===== config.mk =====
export PLATFORM = sky130hd
export DESIGN_NAME = segint_fifo
export DESIGN_NICKNAME = d
export VERILOG_FILES = /design/src/sv/segint_pkg.sv /design/src/sv/segint_fifo.sv
export SDC_FILE = /design/constraint.sdc
export NUM_CORES = 1
export LEC_CHECK = 0
export BUFFER_PORTS_ARGS = -buffer_cell sky130_fd_sc_hd__buf_2
export CAP_MARGIN = 20
export CORE_MARGIN = 5
export CORE_UTILIZATION = 55
export DETAILED_ROUTE_END_ITERATION = 12
export GPL_ROUTABILITY_DRIVEN = 0
export PLACE_DENSITY = 0.81
export REMOVE_ABC_BUFFERS = 1
export SKIP_LAST_GASP = 1
export SLEW_MARGIN = 25
export SYNTH_ARGS = -nofsm -noshare
export SYNTH_HDL_FRONTEND = slang
export SYNTH_SLANG_ARGS = --single-unit

===== constraint.sdc =====
create_clock -name i_clk -period 4.6 [get_ports i_clk]
set_clock_uncertainty 0.1 [all_clocks]
set_input_delay 0.69 -clock i_clk [delete_from_list [all_inputs] [get_ports i_clk]]
set_output_delay 0.69 -clock i_clk [all_outputs]
set_load 0.05 [all_outputs]

===== src/sv/segint_pkg.sv =====
// Shared constants and types of the segment intersection core.
`default_nettype none
package segint_pkg;
    localparam int COORD_BITS_DEF  = 16;
    localparam int QUEUE_DEPTH_DEF = 4;
    localparam int NUM_COORDS      = 8;

    typedef struct packed {
        logic full;
        logic empty;
    } t_q_stat;
endpackage
`default_nettype wire


===== src/sv/segint_fifo.sv =====
// Short queue that decouples the front end from the point pipeline.
`default_nettype none
module segint_fifo
    import segint_pkg::*;
#(
    parameter int W     = 8 * COORD_BITS_DEF + 1,
    parameter int DEPTH = QUEUE_DEPTH_DEF
) (
    input  logic         i_clk,
    input  logic         i_rst_n,
    input  logic         i_push,
    input  logic [W-1:0] i_data,
    input  logic         i_pop,
    output logic [W-1:0] o_data,
    output t_q_stat      o_stat
);
    localparam int PW = (DEPTH > 1) ? $clog2(DEPTH) : 1;
    localparam int CW = $clog2(DEPTH + 1);

    logic [W-1:0]  r_mem [DEPTH];
    logic [PW-1:0] r_wp, r_rp;
    logic [CW-1:0] r_cnt;

    function automatic logic [PW-1:0] incr(input logic [PW-1:0] p);
        return (p == PW'(DEPTH - 1)) ? '0 : p + 1'b1;
    endfunction

    assign o_data       = r_mem[r_rp];
    assign o_stat.full  = (r_cnt == CW'(DEPTH));
    assign o_stat.empty = (r_cnt == '0);

    always_ff @(posedge i_clk) begin
        if (!i_rst_n) begin
            r_wp  <= '0;
            r_rp  <= '0;
            r_cnt <= '0;
        end else begin
            if (i_push) begin
                r_wp <= incr(r_wp);
            end
            if (i_pop) begin
                r_rp <= incr(r_rp);
            end
            if (i_push && !i_pop) begin
                r_cnt <= r_cnt + 1'b1;
            end else if (!i_push && i_pop) begin
                r_cnt <= r_cnt - 1'b1;
            end
        end
    end

    always_ff @(posedge i_clk) begin
        if (i_push) begin
            r_mem[r_wp] <= i_data;
        end
    end
endmodule
`default_nettype wire


**After elaboration in Yosys (flattened, before gate mapping)**

Memories as Yosys holds them, arrays and structs flattened. A register that Yosys moved wholly into a read port is not among the register bits.
Cells that the tools add are included.

- Register bits: 7
- Bits in writable memories: 516
- Input bits: 133
- Output and inout bits: 131
- Word-level logic and storage cells: 25
- Memories kept: 1

Memories:

| memory | depth | width | rd ports | clocked after Yosys merged registers in | write ports | line | source |
|---|---|---|---|---|---|---|---|
| r_mem | 4 | 129 | 1 | 1 | 1 | segint_fifo.sv:20 | `logic [W-1:0] r_mem [DEPTH];` |

- $add $sub $neg: 4
- Eq/ne operators: 3
- Multiplexer cells: 8
- Reduce and logical (&&, ||, !) cells: 6

Operator list:

| operator | number |
|---|---|
| 2-to-1 mux 2 bit | 4 |
| 2-to-1 mux 3 bit | 2 |
| adder 2 x 1 -> 2 bit (second input constant) | 2 |
| equality test 2 bit (second input constant) | 2 |
| adder 3 x 1 -> 3 bit (second input constant) | 1 |
| equality test 3 bit (second input constant) | 1 |
| zero test 3 bit | 1 |
| subtractor 3 x 1 -> 3 bit (second input constant) | 1 |
| logical AND 1 bit | 2 |
| zero test 1 bit | 2 |
| 2-to-1 mux 1 bit | 2 |
| nonzero test 2 bit | 1 |

**Longest topological paths before layout**

- Word-level depth: 4
- Mapped depth: 7

**Worst setup path after synthesis**

OpenSTA, ideal clock, no wires.

- Path kind: in2reg
- From: input i_push
- To: memory r_mem[0][0] in the netlist's numbering (enable)
- Arrival: 3.645 ns
- Slack: 0.352 ns
- Stages on the path: 1
- Buffers on the path: 0
- Cells stage by stage: and2_1

- Word-level cells in the longest chain between the ends: 2

RTL lines:

| element | line | source |
|---|---|---|
| start: declaration | segint_fifo.sv:11 | `input logic i_push,` |
| 2-to-1 mux 1 bit | segint_fifo.sv:53 | `if (i_push) begin` |
| 2-to-1 mux 1 bit (implied by the code) | segint_fifo.sv:54 | `r_mem[r_wp] <= i_data;` |
| end: declaration | segint_fifo.sv:20 |  |

Every way passes these cells.

==> metrics.txt <==
first-pass iteration count of the detailed router=5; num rows=68; Post-Route WL=about 35000 um; critical path, cell by cell=buf_12 > mux4_2 > buf_2; final setup fails=0; final core utilization=0.655; # Post-CTS Setup Buffers=0; Hold Crit Class=in2reg; dpl ws=1770 ps; syn avg cell area=26.6 um2; Setup WS post-layout=roughly 1300 ps; crit-path max FO=46; r2r startpoint=r_wp[0]$_SDFFE_PN0P_; Syn. warnings=0; unrepaired setup endpoints after global routing=false; flops & latches, synth=roughly 530; DRT iter0 DRCs=559; dpl hpwl=21800 um; CTS tree=done; Pleak=7.55 nW; critical path required time=3810 ps; vias in the first global route=between 9000 and 10000; Cells after Synth=717; CP max stage cell=dfxtp_4; final hold vios=0; status=finished clean; die footprint=between 30000 and 40000 um2; share of cells above drive strength 1=0.456; Rel. slew slack=0.352; hold_buf cts=0; worst-margin pin slew=a little under 1000 ps; Cell Area, Synth=19100 um2; Starting Density=0.555; VDD IR max=357 uV; routed vias/inst=5.67; IO Count=264; worst skew pair latency=550 ps; first-pass GRT wire length=about 54000 um; CTS H-Tree Depth=2; DRC viols=0; TritonCTS Buffers=50; GR Overflow Total=0; pwr/cell area=476 nW/um2; largest net degree at the start of global routing=87; Worst EP arrival=around 2500 ps; clock buffer depth=3; Core Area=34400 um2; clock root cell=clkbuf_16; DR vias=8600; Buffers on Ports=263; Cell variety after synth=22; initial antenna violation count=7; minimum clock period=3330 ps; die width=196 um; Worst setup SP type=register; clk slew on worst S/H paths=60 ps; Pins Over Slew Limit=0; post-route antenna net violation count=0; highest clock rate=300 MHz; WS Path Type=reg2out; crit path capture type=output port; critical path's largest stage delay=about 670 ps; total track usage=0.185; Max Cap Viol=0; Resized cells post-CTS=0; clock sink count=525; Die Ht=196 um; Final Net Count=1161; fin crit share=0.724; DR WL/cell=23.4 um; worst hold start=i_data[113]; worst hold margin=254 ps; Area growth syn-to-layout=17.9%; Seq/Total Area, Yosys=0.822
## synth_stat cells
cell type | count | area [um2]
nor2_1 | 1 | 3.75
buf_6 | 13 | 146
a21boi_0 | 1 | 7.51
edfxtp_1 | 516 | 15500
nor3_1 | 2 | 10.0
o21a_1 | 1 | 7.51
buf_2 | 9 | 45.0
ha_1 | 6 | 75.1
buf_4 | 2 | 15.0
o21ai_0 | 1 | 5.00
fa_1 | 1 | 20.0
clkbuf_1 | 4 | 15.0
mux4_2 | 129 | 2910
dfxtp_1 | 9 | 180
and2_1 | 5 | 31.3
nor2b_1 | 5 | 31.3
nor3b_1 | 1 | 7.51
xor2_1 | 1 | 8.76
inv_1 | 4 | 15.0
xnor2_1 | 1 | 8.76
mux2i_1 | 4 | 40.0
or3_1 | 1 | 6.26
## cell usage in the layout (no fill, tap or decap), drive strengths merged, types with 2 or more instances in the layout
cell type and count:
clkbuf 65, mux2i 4, edfxtp 516, ha 6
mux4 129, bufinv 3, and2 5, nor3 2
nor2b 5, clkinv 18, clkinvlp 2, dfxtp 9
inv 6, diode 3, buf 280
## per-stage QoR
step | power [mW] | TNS [ps] | area [um2] | cells
after global placement | 6.98 | 0 | 21000 | 1424
after floorplan | 6.65 | -313890 | 18900 | 689
after detailed placement | 7.01 | 0 | 21000 | 1424
after global routing | 11.1 | 0 | 22500 | 1516
after CTS | 10.8 | 0 | 22500 | 1514
final | 10.7 | 0 | 22500 | 1517
## cell type report
type | instances | area, um2
multi-input cells | 160 | 3180
clock inverters | 25 | 206
well taps | 455 | 569
fillers | 2242 | 11900
repair buffers | 280 | 1510
flip-flops and latches | 525 | 15700
diodes | 3 | 7.51
clock buffers | 65 | 1330
inverters | 4 | 15.0
## power breakdown
group | switching [mW] | internal, mW | total (mW)
clock network | 1.61 | 2.21 | 3.82
registers | 0.0597 | 5.48 | 5.54
logic | 0.952 | 0.394 | 1.35
total | 2.62 | 8.08 | 10.7
## critical path: cells and delay by family, from the launching register on
kind | cells | cell delay [ps]
multiplexers | 1 | 610
flip-flops | 1 | 670
buffers and inverters | 2 | 620
## kinds of logic (layout without fill, tap and decap cells)
kind of cell | Yosys count | count (layout) | synth area share
buffers and inverters | 32 | 374 | 0.0124
adder cells (fa/ha/maj) | 7 | 7 | 0.00498
other | 0 | 3 | 0
XOR/XNOR | 2 | 2 | 0.000918
multiplexers | 133 | 133 | 0.154
flip-flops | 525 | 525 | 0.822
AND/OR/NAND/NOR | 15 | 15 | 0.00472
AO/OA/AOI/OAI | 3 | 3 | 0.00105
## final timing paths
kind / end / slack [ps] / cells after the start
max: o_data[103] / 1270 / 3
min reg2reg: register / 440 / 2
min: r_mem[0][113]$_DFFE_PP_ / 250 / 1
max reg2reg: r_mem[0][34]$_DFFE_PP_ / 2320 / 4
## metal layers
| metal | vias up | track usage | wire length [um] |
|---|---|---|---|
| met3 | 58 | 0.0469 | 2590 |
| met2 | 288 | 0.311 | 18000 |
| li1 | 3724 | - | - |
| met1 | 4520 | 0.249 | 14200 |
| met4 | 10 | 0.0432 | 640 |
| met5 | - | 0 | 54 |
## flip-flops by register name, indices dropped and copies added (netlist names), named ones only
signal and count:
r_mem 516, r_cnt 3, r_rp 2, r_wp 2
Note: power is estimated with default switching activity, not from simulation.
